`src/rtl/tqps_div255.sv`:
```
// Pipelined exact floor division by 255 (four register stages).
// Standalone; multiplies by (2^64-1)/255 with shifts, then corrects once.
`default_nettype none

module tqps_div255 #(
    parameter int W = 40
) (
    input  wire logic            i_clk,
    input  wire logic [W-1:0]    i_x,
    output logic      [W-8:0]    o_q
);

    localparam int QW = W - 7;

    logic [W+8:0]  r_y1;
    logic [W+24:0] r_y2;
    logic [QW-1:0] r_q0;
    logic [9:0]    r_x1;
    logic [9:0]    r_x2;
    logic [9:0]    r_x3;

    logic [W+8:0]  y1;
    logic [W+24:0] y2;
    logic [W+56:0] y3;
    logic [9:0]    rem;
    logic [9:0]    q255;

    always_comb begin
        y1   = {9'b0, i_x} + {1'b0, i_x, 8'b0};
        y2   = {16'b0, r_y1} + {r_y1, 16'b0};
        y3   = {32'b0, r_y2} + {r_y2, 32'b0};
        // remainder stays below 510, so ten low bits carry it exactly
        q255 = {r_q0[1:0], 8'b0} - r_q0[9:0];
        rem  = r_x3 - q255;
    end

    always_ff @(posedge i_clk) begin
        r_y1 <= y1;
        r_x1 <= i_x[9:0];
        r_y2 <= y2;
        r_x2 <= r_x1;
        r_q0 <= y3[W+56:64];
        r_x3 <= r_x2;
        o_q  <= r_q0 + QW'(rem >= 10'd255);
    end

endmodule

`default_nettype wire

```
`config.mk`:
```
export PLATFORM = sky130hd
export DESIGN_NAME = tqps_div255
export DESIGN_NICKNAME = d
export VERILOG_FILES = /design/src/rtl/tqps_div255.sv
export SDC_FILE = /design/constraint.sdc
export NUM_CORES = 1
export LEC_CHECK = 0
export BUFFER_PORTS_ARGS = -buffer_cell sky130_fd_sc_hd__buf_4
export CAP_MARGIN = 20
export CORE_MARGIN = 4
export CORE_UTILIZATION = 57
export DETAILED_ROUTE_END_ITERATION = 6
export PLACE_DENSITY = 0.76
export SETUP_SLACK_MARGIN = 0.3
export SLEW_MARGIN = 20
export SYNTH_ARGS = -nofsm -noshare
export SYNTH_HDL_FRONTEND = slang
export SYNTH_SLANG_ARGS = --single-unit
```
`constraint.sdc`:
```
create_clock -name i_clk -period 5.2 [get_ports i_clk]
set_clock_uncertainty 0.1 [all_clocks]
set_input_delay 0.78 -clock i_clk [delete_from_list [all_inputs] [get_ports i_clk]]
set_output_delay 0.78 -clock i_clk [all_outputs]
set_load 0.05 [all_outputs]
```
==> reports/metrics.cfg <==
[clock_network]
clkTransAtPathRegs_ns=0.07
cts_max_level=4
cts_max_path_buffers=2
cts_sinks=194
cts_buffers=17
cts_setup_buffers=0
root_buffer=clkbuf_16
clk_latency_ns=0.43
cts_tree=done

[run_status]
status=finished clean

[grt]
gr-total-overflow=0
gr-usage-all-layers=0.2388
grt_pass1_wl_mm=40.97
antenna_found_initial=0
grt_pass1_vias=8219
grt_max_degree=30

[hold_path]
min_path_cells=0
hold_path_class=reg -> reg
holdPathEnd=r_x2[9]$_DFF_P_
min_from=r_x1[9]$_DFF_P_

[route]
num_vias=8649
drc=0
drt_iter0_drc=553
via_per_inst=5.781
first_pass_iters=5
antenna_left=0
wl_per_cell_microns=17.07
drt-total-wl_mm=25.54

[yosys]
synth_cell_type_count=68
syn_inst=1187
async_flop_share=0
synthesis.area_sq_um=10780
synth_edf_count=0
yosysWarningCount=0
synth-seq-area-share=0.3602
synth_area_per_cell_sq_um=9.084
synth_seq_cells=194
synth_flop_cell=dfxtp_1
synth_nets=1346

[layout]
fin_util=0.6516
final_common_cell=dfxtp_1
syn_to_final_growth_pct=12.66
insertedDiodeCount=0
nets=1408
final_cell_mix=dfxtp_1, ha_1, a21oi_1
drive_above_1_share=0.1109
nFillCells=1593

[floorplanning]
dieArea_sq_um=21180
die_x_microns=145.5
design.core.area_sq_um=18640
fp.dieH_microns=145.5
start_util=0.5784
num_rows=50
io_pins=74

[setup_path]
arrival_ns=4.75
crit_path_start_kind=register
crit_fanout=6
required_ns=5.42
timing.rr.start=r_q0[2]$_DFF_P_
path_class=reg -> reg
reg2reg_slack_ns=0.67
cp-end-kind=register
timing.rr.end=o_q[32]$_DFF_P_
reg2reg_depth=20

[place]
place.gp.congestion=1.011
port_buffers=73
dp_hpwl_mm=20.90

[timing]
tns_ns=0
relSlewSlack=0.5494
fin_crit_ns=4.534
clock.fmax_ghz=0.2206
drv_slew=0
finalCritPeriodShare=0.8718
rsz0062_at_grt=no
hold_violations=0
tightest_slew_ns=0.6743
setup_viol=0

[pwr]
p_per_area_nw_per_um2=570.1
ir_drop_v=0.0003030
p_leak_nw=5.389

[flow_run]
max_cap_violations=0

-- where the power goes --
group	switching, mW	total (mW)	internal, mW	leakage, nW
Combinational	1.91	3.22	1.31	3.46
Clock	0.600	1.33	0.733	0.298
Sequential	0.425	2.37	1.95	1.63
-- synthesized netlist by cell type, types with 5 or more instances --
library cell	n	area [sq um]
clkbuf_1	16	60.06
o21a_1	9	67.56
nand4_1	36	225.2
a211oi_1	7	52.55
or3_1	5	31.28
or2_2	7	43.79
a21o_1	48	360.4
and2_1	6	37.54
and4_1	9	78.83
inv_1	61	229.0
nor4_1	6	37.54
nand2b_1	12	75.07
and3_1	25	156.4
nand3_1	51	255.2
o31ai_1	8	60.06
o211ai_1	14	105.1
buf_2	8	40.04
dfxtp_1	194	3884
xnor2_1	98	858.3
nor2b_1	10	62.56
a21oi_1	100	500.5
nor3_1	14	70.07
nor2_1	51	191.4
o21ai_0	37	185.2
xor2_1	50	437.9
nand2_1	95	356.6
ha_1	115	1439
nor3b_1	9	67.56
o21bai_1	12	90.09
-- area by class of cell --
class | count | area (sq um) | area share
inverters | 61 | 229.0 | 0.01885
multi-input cells | 902 | 6574 | 0.5411
well taps | 234 | 292.8 | 0.02410
repair buffers | 73 | 548.0 | 0.04511
clock inverters | 15 | 192.7 | 0.01586
clock buffers | 17 | 425.4 | 0.03502
flip-flops and latches | 194 | 3886 | 0.3199
-- kinds of logic after synthesis --
group,after synthesis,share of synthesized area
multiplexers,4,0.003713
AO/OA/AOI/OAI,282,0.1732
AND/OR/NAND/NOR,350,0.1688
flip-flops,194,0.3602
XOR/XNOR,148,0.1202
adder cells (fa/ha/maj),118,0.1390
buffers and inverters,91,0.03481
-- stage by stage --
stage	hold WS, ns	area [sq um]	setup WS (ns)	power, mW	instances
final	0.2288	12150	0.6665	6.926	1496
after global routing	0.2379	12150	0.3045	7.385	1496
after CTS	0.2288	12100	0.3674	6.867	1496
after detailed placement	0.2121	11480	0.2500	5.506	1464
after global placement	0.2118	11480	0.4697	5.466	1464
after floorplan	0.2096	10780	0.8290	4.642	1187
-- per-layer routing --
metal | track usage | vias up | wire (microns) | share of wire
met1 | 0.2921 | 3972 | 11110 | 0.43
li1 | - | 4385 | - | -
met3 | 0.03831 | 46 | 1151 | 0.045
met5 | 0 | - | 0 | 0
met2 | 0.4244 | 246 | 12410 | 0.49
met4 | 0.08784 | 0 | 868 | 0.034
-- sequential cells by signal, summed over array words and instances (netlist names) --
register / flops
o_q: 33
r_q0: 33
r_x1: 10
r_x2: 10
r_x3: 10
r_y1: 41
r_y2: 57
-- worst max-delay path: stages, from the launching register on --
cell and delay (ns):
dfxtp_2 0.38, inv_1 0.08, ha_1 0.29, inv_1 0.04, ha_1 0.35, a21oi_4 0.19
o21bai_1 0.08, a21oi_1 0.21, o21ai_0 0.13, a2111oi_2 0.42, o21ai_0 0.15, nand4b_1 0.15
ha_2 0.23, nand2_1 0.13, nor4_4 0.28, and3_2 0.27, and3_2 0.27, and3_4 0.22
and3_1 0.21, nand3_1 0.10, xnor2_1 0.13
-- worst max path at each step --
| stage | depth (start not counted) | slack [ns] | to | from |
|---|---|---|---|---|
| 2_1_floorplan | 21 | 0.83 | o_q[32]$_DFF_P_ | r_q0[2]$_DFF_P_ |
| 3_3_place_gp | 20 | 0.47 | o_q[32]$_DFF_P_ | r_q0[2]$_DFF_P_ |
| 3_5_place_dp | 20 | 0.25 | o_q[32]$_DFF_P_ | r_q0[2]$_DFF_P_ |
| 4_1_cts | 20 | 0.37 | o_q[32]$_DFF_P_ | r_q0[2]$_DFF_P_ |
| 5_1_grt | 20 | 0.30 | o_q[32]$_DFF_P_ | r_q0[2]$_DFF_P_ |
| 6_report | 20 | 0.67 | o_q[32]$_DFF_P_ | r_q0[2]$_DFF_P_ |
-- what timing repair did --
action                                  4_1_cts  5_1_grt
gates resized for setup                       2       10
hold buffers                                  0        0
pin swaps                                     0        1
endpoints found under the setup margin        2        5
No activity file was read; power rests on OpenSTA's default activity.
