[config.mk]
export PLATFORM = sky130hd
export DESIGN_NAME = tqps_isqrt
export DESIGN_NICKNAME = d
export VERILOG_FILES = /design/src/rtl/tqps_isqrt.sv
export SDC_FILE = /design/constraint.sdc
export NUM_CORES = 1
export LEC_CHECK = 0
export BUFFER_PORTS_ARGS = -buffer_cell sky130_fd_sc_hd__buf_2
export CAP_MARGIN = 25
export CORE_AREA = 2 2 323 325
export CTS_CLUSTER_SIZE = 40
export DETAILED_ROUTE_END_ITERATION = 16
export DIE_AREA = 0 0 325 327
export SYNTH_ARGS = -nofsm -noshare
export SYNTH_HDL_FRONTEND = slang
export SYNTH_SLANG_ARGS = --single-unit
[constraint.sdc]
create_clock -name i_clk -period 7.8 [get_ports i_clk]
set_clock_uncertainty 0.15 [all_clocks]
set_input_delay 0.39 -clock i_clk [delete_from_list [all_inputs] [get_ports i_clk]]
set_output_delay 0.39 -clock i_clk [all_outputs]
set_load 0.02 [all_outputs]
[src/rtl/tqps_isqrt.sv]
// Pipelined exact integer square root, one root bit per register stage.
// Standalone.
`default_nettype none

module tqps_isqrt #(
    parameter int N = 21
) (
    input  wire logic             i_clk,
    input  wire logic [2*N-1:0]   i_x,
    output logic      [N-1:0]     o_root
);

    localparam int RW = N + 2;

    logic [2*N-1:0] r_x    [N];
    logic [RW-1:0]  r_rem  [N];
    logic [N-1:0]   r_root [N];
    logic [2*N-1:0] n_x    [N];
    logic [RW-1:0]  n_rem  [N];
    logic [N-1:0]   n_root [N];

    always_comb begin
        logic [2*N-1:0] px;
        logic [RW-1:0]  prem;
        logic [N-1:0]   proot;
        logic [RW-1:0]  rin;
        logic [RW-1:0]  trial;
        for (int k = 0; k < N; k++) begin
            if (k == 0) begin
                px    = i_x;
                prem  = '0;
                proot = '0;
            end else begin
                px    = r_x[k-1];
                prem  = r_rem[k-1];
                proot = r_root[k-1];
            end
            rin   = {prem[RW-3:0], px[2*N-1-2*k -: 2]};
            trial = {proot, 2'b01};
            n_x[k] = px;
            if (rin >= trial) begin
                n_rem[k]  = rin - trial;
                n_root[k] = {proot[N-2:0], 1'b1};
            end else begin
                n_rem[k]  = rin;
                n_root[k] = {proot[N-2:0], 1'b0};
            end
        end
    end

    always_ff @(posedge i_clk) begin
        for (int k = 0; k < N; k++) begin
            r_x[k]    <= n_x[k];
            r_rem[k]  <= n_rem[k];
            r_root[k] <= n_root[k];
        end
    end

    assign o_root = r_root[N-1];

endmodule

`default_nettype wire

==> results of run 1 <==
flip-flops by register name, indices dropped and copies added, names as in the netlist:
signal	count
r_rem	394
r_root	231
r_x	420
power by group through the flow:
stage	combinational, mW	clock (mW)	sequential [mW]
3_3_place_gp	2.76	0	7.04
5_1_grt	3.17	5.66	7.03
2_1_floorplan	2.23	0	6.81
3_5_place_dp	2.78	0	7.04
4_1_cts	2.82	5.43	6.93
6_report	2.81	5.27	6.92
timing repair:
action                    in CTS  in global routing
hold buffers                  43                  0
hold endpoints to repair      43                  0
gates resized for setup        0                  0
worst max-delay path: cells and delay by family, from the launching register on:
kind,cells,cell delay (ps)
AND/OR/NAND/NOR,5,1460
AO/OA/AOI/OAI,3,750
buffers and inverters,2,600
flip-flops,1,330
adder cells (fa/ha/maj),1,320
cell type report:
type / count / area (sq um)
Clock buffer: 137 / 2978
Tap cell: 1380 / 1727
Multi-Input combinational cell: 2243 / 15450
Fill cell: 9747 / 59010
Timing Repair Buffer: 115 / 840.8
Sequential cell: 1045 / 20920
Inverter: 309 / 1160
Clock inverter: 58 / 814.5
placed cells by master (no fill, tap or decap), types with 31 or more instances in the layout:
cell type and instances:
o21a_1 54, nor3_1 74, nand2b_1 44, buf_2 63
dfxtp_1 1045, nor2_1 254, nand3_1 60, xor2_1 146
o21ai_0 172, inv_1 307, dlygate4sd3_1 43, or3_1 32
clkbuf_16 105, xnor2_1 158, a21o_1 90, nor4_1 44
nor2b_1 31, ha_1 253, nand2_1 210, a21oi_1 246
mux2_2 36
Yosys cell counts (all sizes together) (12+ instances only):
cell type | number | area share
nor2b | 31 | 0.0051
nand2 | 210 | 0.021
a21oi | 248 | 0.033
inv | 308 | 0.031
a21o | 90 | 0.018
nor4 | 46 | 0.0084
o21bai | 20 | 0.0040
or3 | 32 | 0.0053
or2 | 13 | 0.0022
nor3 | 77 | 0.011
o21a | 54 | 0.011
xor2 | 146 | 0.034
a211oi | 20 | 0.0041
clkbuf | 43 | 0.0043
o21ai | 173 | 0.023
o31ai | 19 | 0.0038
nand3b | 12 | 0.0024
nand2b | 44 | 0.0073
buf | 12 | 0.0018
nor2 | 254 | 0.025
ha | 253 | 0.084
mux2 | 36 | 0.011
nand4 | 29 | 0.0048
or4 | 23 | 0.0046
a31oi | 22 | 0.0036
and3 | 19 | 0.0033
xnor2 | 158 | 0.037
dfxtp | 1045 | 0.55
nand3 | 61 | 0.0082
kinds of logic (layout without fill, tap and decap cells):
family,after synthesis,in the layout
other,1,1
AO/OA/AOI/OAI,747,747
multiplexers,38,38
AND/OR/NAND/NOR,900,900
flip-flops,1045,1045
XOR/XNOR,304,304
adder cells (fa/ha/maj),253,253
buffers and inverters,364,619
metal layers:
metal,vias up,track usage
li1,12840,-
met1,11100,0.1790
met2,352,0.2092
met3,137,0.02337
met4,0,0.04972
met5,-,0
how the worst min path moves through the flow:
stage | startpoint | to | cells after the start
2_1_floorplan | r_x[0][58]$_DFF_P_ | r_x[0][100]$_DFF_P_ | 0
3_3_place_gp | r_x[3][2]$_DFF_P_ | r_x[3][44]$_DFF_P_ | 0
3_5_place_dp | r_x[0][70]$_DFF_P_ | r_x[0][112]$_DFF_P_ | 0
4_1_cts | i_x[24] | r_x[0][24]$_DFF_P_ | 2
5_1_grt | i_x[7] | r_x[0][7]$_DFF_P_ | 2
6_report | r_x[1][108]$_DFF_P_ | r_x[1][150]$_DFF_P_ | 0
==> flow_summary.yaml, run 1 <==
drt:
  highest_layer: "met4"
  post-route-drc-count: 0
  dr_wl_met2_um: 30700
  drtPass1Iterations: 5
  vias_per_cell: 4.620
  wl_met1_um: 35250
  drt_iter0_drc: 1382
  routedWlPerCell_um: 13.31
  wirelength_um: 70400
  vias: 24430
  dr_wl_met3_um: 2459
  drtAntennaViolNets: 0
grt:
  gr-usage-all-layers: 0.1317
  grt_antenna_before_repair: 0
  grt_max_degree: 39
  grt_pass1_wl_um: 117100
  grt_pass1_vias: 23730
  overflow: 0
logic_synthesis:
  ys_warn_count: 0
  avgSynthCellArea_sq_um: 10.33
  synth_adder_area_share: 0.08387
  synth_compound_area_frac: 0.1239
  synth_sequential_area_ratio: 0.5543
  synthArstFlopShare: 0
  syn_inst: 3652
  syn-cell-area_sq_mm: 0.03774
  syn_nets: 3948
  yosys.area_share.simple: 0.1191
  synth-xor-area-share: 0.07055
  synth-edff-count: 0
  synth_flop_cell: "dfxtp_1"
  synth_top_family_by_area: "compound AO/OA/AOI/OAI gates"
  synth_mux_area_frac: 0.01127
  yosys.cell_types.count: 86
  ys_seq_elements: 1045
finish:
  nets: 4115
  instances_no_fill: 5287
  diodes: 0
  drive_gt1_frac: 0.08446
  post-route-util: 0.4265
  fin_area_sq_mm: 0.04389
  syn_to_final_growth_pct: 16.30
critical_path:
  cp-endpoint: "r_rem[4][14]$_DFF_P_"
  worstPathRequired_ps: 8230
  crit_path_end_kind: "register"
  worstSetupStartpoint: "r_root[1][152]$_DFF_P_"
  r2r-start: "r_root[1][152]$_DFF_P_"
  slowest_delay_ps: 550
  cp_slowest_cell: "inv_1"
  r2r_cells: 11
  cp_max_fo: 33
  critical_path_class: "register to register"
  arrival_ps: 4170
  start_kind: "register"
  cp_common_cell: "inv_1"
  crit_chain: "inv_1, ha_1, and3_1, a22o_1, o21bai_1, a21boi_0, nor2_1, nor2b_1, inv_1, and4b_1, or3_1"
  rr_endpoint: "r_rem[4][14]$_DFF_P_"
  r2r_setup_slack_ps: 4060
sta:
  setup_viol: 0
  final_hold_viol_count: 0
  relSlewSlack: 0.3302
  drv_slew: 0
  tightest_slew_ps: 997.1
  min_period_ps: 3739
  post-route-period-util: 0.4793
  fmax_ghz: 0.2675
  fin_setup_tns_ps: 0
  fin_hold_ws_ps: 156.3
  rsz0062_at_grt: "false"
  fin_ws_ps: 4061
floorplan:
  start_util: 0.3668
  dieArea_sq_mm: 0.1063
  ios: 64
  chipHeight_um: 327
  core-area_sq_mm: 0.1029
  rows: 118
  die_w_um: 325
placement:
  dp_slack_ps: 4051
  hpwlAfterDp_um: 51990
  placed_cells: 5048
  place_congestion: 0.8483
  port_buffers: 63
  dpl-instance-area_sq_mm: 0.03964
clock_tree:
  cts_setup_buffers: 0
  cts_root_buffer: "clkbuf_16"
  cts_buffers: 105
  h-tree-depth: 3
  path_clk_slew_ps: 60
  cts_max_path_buffers: 3
  cts_tree: "yes"
  tritoncts_num_sinks: 1045
  clock_latency_ps: 700
pwr:
  power_frac_seq: 0.461
  p_sw_mw: 4.321
  finalPower_mw: 15.00
  p_int_mw: 10.68
  irDropWorstVdd_mv: 0.2222
  power_frac_comb: 0.187
  p_clk_frac: 0.351
  swShare: 0.2879
  total_leakage_power_nw: 20.56
  power_density_mw_per_mm2: 341.8
run:
  max_cap_violations: 0
hold_path:
  hp-class: "register to register"
run_status:
  outcome: "finished clean"
Note: power is estimated with default switching activity, not from simulation.
==> inputs of run 2 (changes only) <==
==> constraint.sdc (replaced) <==
create_clock -name i_clk -period 3.2 [get_ports i_clk]
set_clock_uncertainty 0.15 [all_clocks]
set_input_delay 0.16 -clock i_clk [delete_from_list [all_inputs] [get_ports i_clk]]
set_output_delay 0.16 -clock i_clk [all_outputs]
set_load 0.02 [all_outputs]
==> flow_summary.yaml, run 2 (same netlist as run 1, synthesis figures left out) <==
drt:
  drtAntennaViolNets: 0
  vias_per_cell: 4.635
  dr_wl_met3_um: 2422
  drt_iter0_drc: 1360
  dr_wl_met2_um: 31980
  wl_met1_um: 34890
  routedWlPerCell_um: 13.30
  post-route-drc-count: 0
  drtPass1Iterations: 7
  vias: 24880
  wirelength_um: 71410
  highest_layer: "met4"
placement:
  port_buffers: 63
  hpwlAfterDp_um: 52160
  place_congestion: 0.8624
critical_path:
  crit_family: "simple AND/OR/NAND/NOR gates"
  critical_path_class: "register to register"
  slowest_delay_ps: 520
  worstPathRequired_ps: 3630
  crit_chain: "inv_1, ha_1, nand2_1, nor3_1, nand4_1, o21ai_1, nor4_4, buf_12, or4b_1, xnor2_1"
  cp_max_fo: 32
  arrival_ps: 3480
  crit_buf_inv: 2
  crit_path_end_kind: "register"
  start_kind: "register"
  cp_slowest_cell: "or4b_1"
grt:
  gr-usage-all-layers: 0.1330
  overflow: 0
  grt_antenna_before_repair: 0
  grt_max_degree: 39
  grt_pass1_vias: 24240
  grt_pass1_wl_um: 118900
finish:
  largest_register_ffs: 420
  drive_gt1_frac: 0.09351
  top_register: "r_x"
  nets: 4199
  mostFrequentLayoutCells: "1045 x dfxtp_1, 307 x inv_1, 254 x nor2_1"
  diodes: 0
  syn_to_final_growth_pct: 18.30
  layout_commonest_cell: "dfxtp_1"
  top_regs: "r_x (420), r_rem (394), r_root (231)"
clock_tree:
  cts_buffers: 105
  cts_tree: "yes"
  h-tree-depth: 3
  cts_max_path_buffers: 3
  path_clk_slew_ps: 70
  tritoncts_num_sinks: 1045
  clock_latency_ps: 690
  cts_setup_buffers: 0
  cts_root_buffer: "clkbuf_16"
sta:
  setup_viol: 0
  fmax_ghz: 0.3285
  min_period_ps: 3044
  post-route-period-util: 0.9513
  fin_setup_tns_ps: 0
  final_hold_viol_count: 0
  drv_slew: 0
  relSlewSlack: 0.4875
  tightest_slew_ps: 761.7
hold_path:
  hp-class: "input pin to register"
pwr:
  irDropWorstVdd_mv: 0.5342
  power_density_mw_per_mm2: 825.3
  finalPower_mw: 36.85
  total_leakage_power_nw: 20.97
floorplan:
  dieArea_sq_mm: 0.1063
  die_w_um: 325
  start_util: 0.3668
  ios: 64
  core-area_sq_mm: 0.1029
  rows: 118
  chipHeight_um: 327
run:
  max_cap_violations: 0
run_status:
  outcome: "finished clean"
## run 2: changes by cell type in the layout (fill, tap and decap cells not counted), moves of 6 or more
cell,change
buf_4,+40
dlygate4sd3_1,+40
clkbuf_8,-10
clkinvlp_4,-10
clkinv_2,+8
buf_12,+6
## run 2: worst paths after layout
check                              start              endpoint  slack, ps  cells past startpoint
setup / recovery  r_root[1][114]$_DFF_P_  r_rem[3][63]$_DFF_P_        160                     10
hold / removal                   i_x[14]    r_x[0][14]$_DFF_P_         30                      2
hold reg to reg       r_x[0][89]$_DFF_P_   r_x[0][131]$_DFF_P_        150                      0
setup reg to reg  r_root[1][114]$_DFF_P_  r_rem[3][63]$_DFF_P_        160                     10
## run 2: cell type report
| cell class | instances | area, sq um |
|---|---|---|
| Timing Repair Buffer | 199 | 1619 |
| Multi-Input combinational cell | 2243 | 15490 |
| Clock inverter | 63 | 878.3 |
| Sequential cell | 1045 | 20920 |
| Fill cell | 9719 | 58260 |
| Inverter | 309 | 1160 |
| Clock buffer | 130 | 2851 |
| Tap cell | 1380 | 1727 |
## run 2: what timing repair did
item                                    in CTS  in global routing
hold buffers                                83                  0
endpoints found under the setup margin       0                 19
hold endpoints to repair                    43                  0
gates resized for setup                      0                 10
## run 2: stage by stage
step / util / instances / worst slack (ps) / area, sq um / hold slack [ps]
after floorplan: - / 3652 / 337.7 / 37740 / 37.72
after global placement: 0.3892 / 5093 / 78.16 / 40050 / 112.0
after detailed placement: 0.3892 / 5093 / 22.14 / 40050 / 113.6
after CTS: 0.4335 / 5369 / 11.77 / 44610 / 1.566
after global routing: 0.4339 / 5369 / -33.07 / 44650 / 12.18
final: 0.4339 / 5369 / 155.7 / 44650 / 34.56
## run 2: worst reg2reg max path: cells and delay by family (launching register included)
family | cells | cell delay [ps]
AND/OR/NAND/NOR | 5 | 1400
buffers and inverters | 2 | 210
adder cells (fa/ha/maj) | 1 | 380
flip-flops | 1 | 330
AO/OA/AOI/OAI | 1 | 320
XOR/XNOR | 1 | 140
## run 2: report_power, final
group / switching [mW] / internal [mW] / leakage, nW
Clock: 5.12 / 7.76 / 1.84
Sequential: 1.63 / 15.3 / 8.75
Combinational: 3.74 / 3.31 / 10.4
## run 2: metal layers
layer | vias to the layer above | GRT usage
li1 | 13010 | -
met5 | - | 0
met2 | 389 | 0.2175
met3 | 139 | 0.02198
met1 | 11340 | 0.1769
met4 | 0 | 0.04921
==> inputs of run 3 (changes only) <==
==> constraint.sdc (replaced) <==
create_clock -name i_clk -period 3.2 [get_ports i_clk]
set_clock_uncertainty 0.15 [all_clocks]
set_input_delay 0.64 -clock i_clk [delete_from_list [all_inputs] [get_ports i_clk]]
set_output_delay 0.64 -clock i_clk [all_outputs]
set_load 0.02 [all_outputs]
==> flow_summary.yaml, run 3 (same netlist as run 1, synthesis figures left out) <==
run_status:
  outcome: "finished clean"
drt:
  post-route-drc-count: 0
  routedWlPerCell_um: 13.29
  vias_per_cell: 4.648
  wirelength_um: 70830
  drtAntennaViolNets: 0
  vias: 24770
  drtPass1Iterations: 8
  drt_iter0_drc: 1419
critical_path:
  cp_slowest_cell: "or4b_1"
  start_kind: "register"
  arrival_ps: 3490
  worstPathRequired_ps: 3640
  slowest_delay_ps: 520
  cp_max_fo: 32
  crit_path_end_kind: "register"
  critical_path_class: "register to register"
  crit_chain: "inv_1, ha_1, nand2_1, nor3_1, nand4_1, o21ai_1, nor4_4, buf_12, or4b_1, xnor2_1"
  r2r_setup_slack_ps: 140
placement:
  dp_slack_ps: 22.14
  dpl-instance-area_sq_mm: 0.04005
  place_congestion: 0.8624
  hpwlAfterDp_um: 52160
  port_buffers: 63
grt:
  grt_pass1_vias: 24060
  grt_pass1_wl_um: 117900
  use_met1: 0.1756
  gr-usage-met2: 0.2149
  grt-busiest-layer: "met2"
  gr-usage-all-layers: 0.1319
  grt_max_degree: 39
  grt_antenna_before_repair: 0
  overflow: 0
  globalRouteMet3Util: 0.02198
finish:
  fin_area_sq_mm: 0.04425
  diodes: 0
  largest_register_ffs: 420
  nets: 4159
  syn_to_final_growth_pct: 17.24
  layout_commonest_cell: "dfxtp_1"
  top_regs: "r_x (420), r_rem (394), r_root (231)"
  top_register: "r_x"
  drive_gt1_frac: 0.09445
  mostFrequentLayoutCells: "1045 x dfxtp_1, 307 x inv_1, 254 x nor2_1"
sta:
  fmax_ghz: 0.3273
  drv_slew: 0
  fin_setup_tns_ps: 0
  min_period_ps: 3056
  fin_hold_ws_ps: 149.9
  relSlewSlack: 0.4875
  fin_ws_ps: 144.4
  setup_viol: 0
  final_hold_viol_count: 0
  tightest_slew_ps: 761.7
  post-route-period-util: 0.9549
clock_tree:
  clock_latency_ps: 700
  cts_root_buffer: "clkbuf_16"
  h-tree-depth: 3
  path_clk_slew_ps: 70
  cts_setup_buffers: 0
  cts_tree: "yes"
  cts_buffers: 105
  cts_max_path_buffers: 3
  tritoncts_num_sinks: 1045
floorplan:
  ios: 64
  core-area_sq_mm: 0.1029
  start_util: 0.3668
  chipHeight_um: 327
  dieArea_sq_mm: 0.1063
  die_w_um: 325
  rows: 118
run:
  max_cap_violations: 0
hold_path:
  hp-class: "register to register"
pwr:
  power_density_mw_per_mm2: 831.7
  total_leakage_power_nw: 20.81
  irDropWorstVdd_mv: 0.5371
  finalPower_mw: 36.80
-- run 3: cell type report --
class                   instances  area (sq um)
multi-input cells            2243         15490
clock buffers                 130          2851
fillers                      9751         58660
flip-flops and latches       1045         20920
repair buffers                159          1219
clock inverters                63         878.3
inverters                     309          1160
well taps                    1380          1727
-- run 3: per-stage QoR --
| stage | util | cells |
|---|---|---|
| 2_1_floorplan | - | 3652 |
| 3_3_place_gp | 0.3892 | 5093 |
| 3_5_place_dp | 0.3892 | 5093 |
| 4_1_cts | 0.4296 | 5329 |
| 5_1_grt | 0.4300 | 5329 |
| 6_report | 0.4300 | 5329 |
-- run 3: worst max-delay path, delay by kind of cell, from the launching register on --
| kind | cells | cell delay, ps |
|---|---|---|
| compound gates | 1 | 320 |
| xor+xnor | 1 | 140 |
| fa+ha+maj | 1 | 380 |
| buf+inv | 2 | 210 |
| flops | 1 | 330 |
| simple gates | 5 | 1400 |
-- run 3: worst paths after layout --
| check | cells past startpoint | start | end |
|---|---|---|---|
| max | 10 | r_root[1][114]$_DFF_P_ | r_rem[3][63]$_DFF_P_ |
| min | 0 | r_x[0][89]$_DFF_P_ | r_x[0][131]$_DFF_P_ |
| max reg2reg | 10 | r_root[1][114]$_DFF_P_ | r_rem[3][63]$_DFF_P_ |
| min reg2reg | 0 | r_x[0][89]$_DFF_P_ | r_x[0][131]$_DFF_P_ |
-- run 3: repair_timing --
item	CTS	global route
resized for setup	0	10
hold endpoints to repair	43	0
endpoints found under the setup margin	0	19
hold buffers	43	0
-- run 3: report_power, final --
group	internal (mW)	leakage [nW]	switching (mW)
sequential	15.3	8.75	1.63
clock	7.76	1.84	5.12
combinational	3.27	10.2	3.74
-- run 3: routing by layer --
layer	part of all wire	wire [um]
met4	0.030	2136
met3	0.034	2417
met2	0.45	31680
met1	0.49	34600
met5	0	0
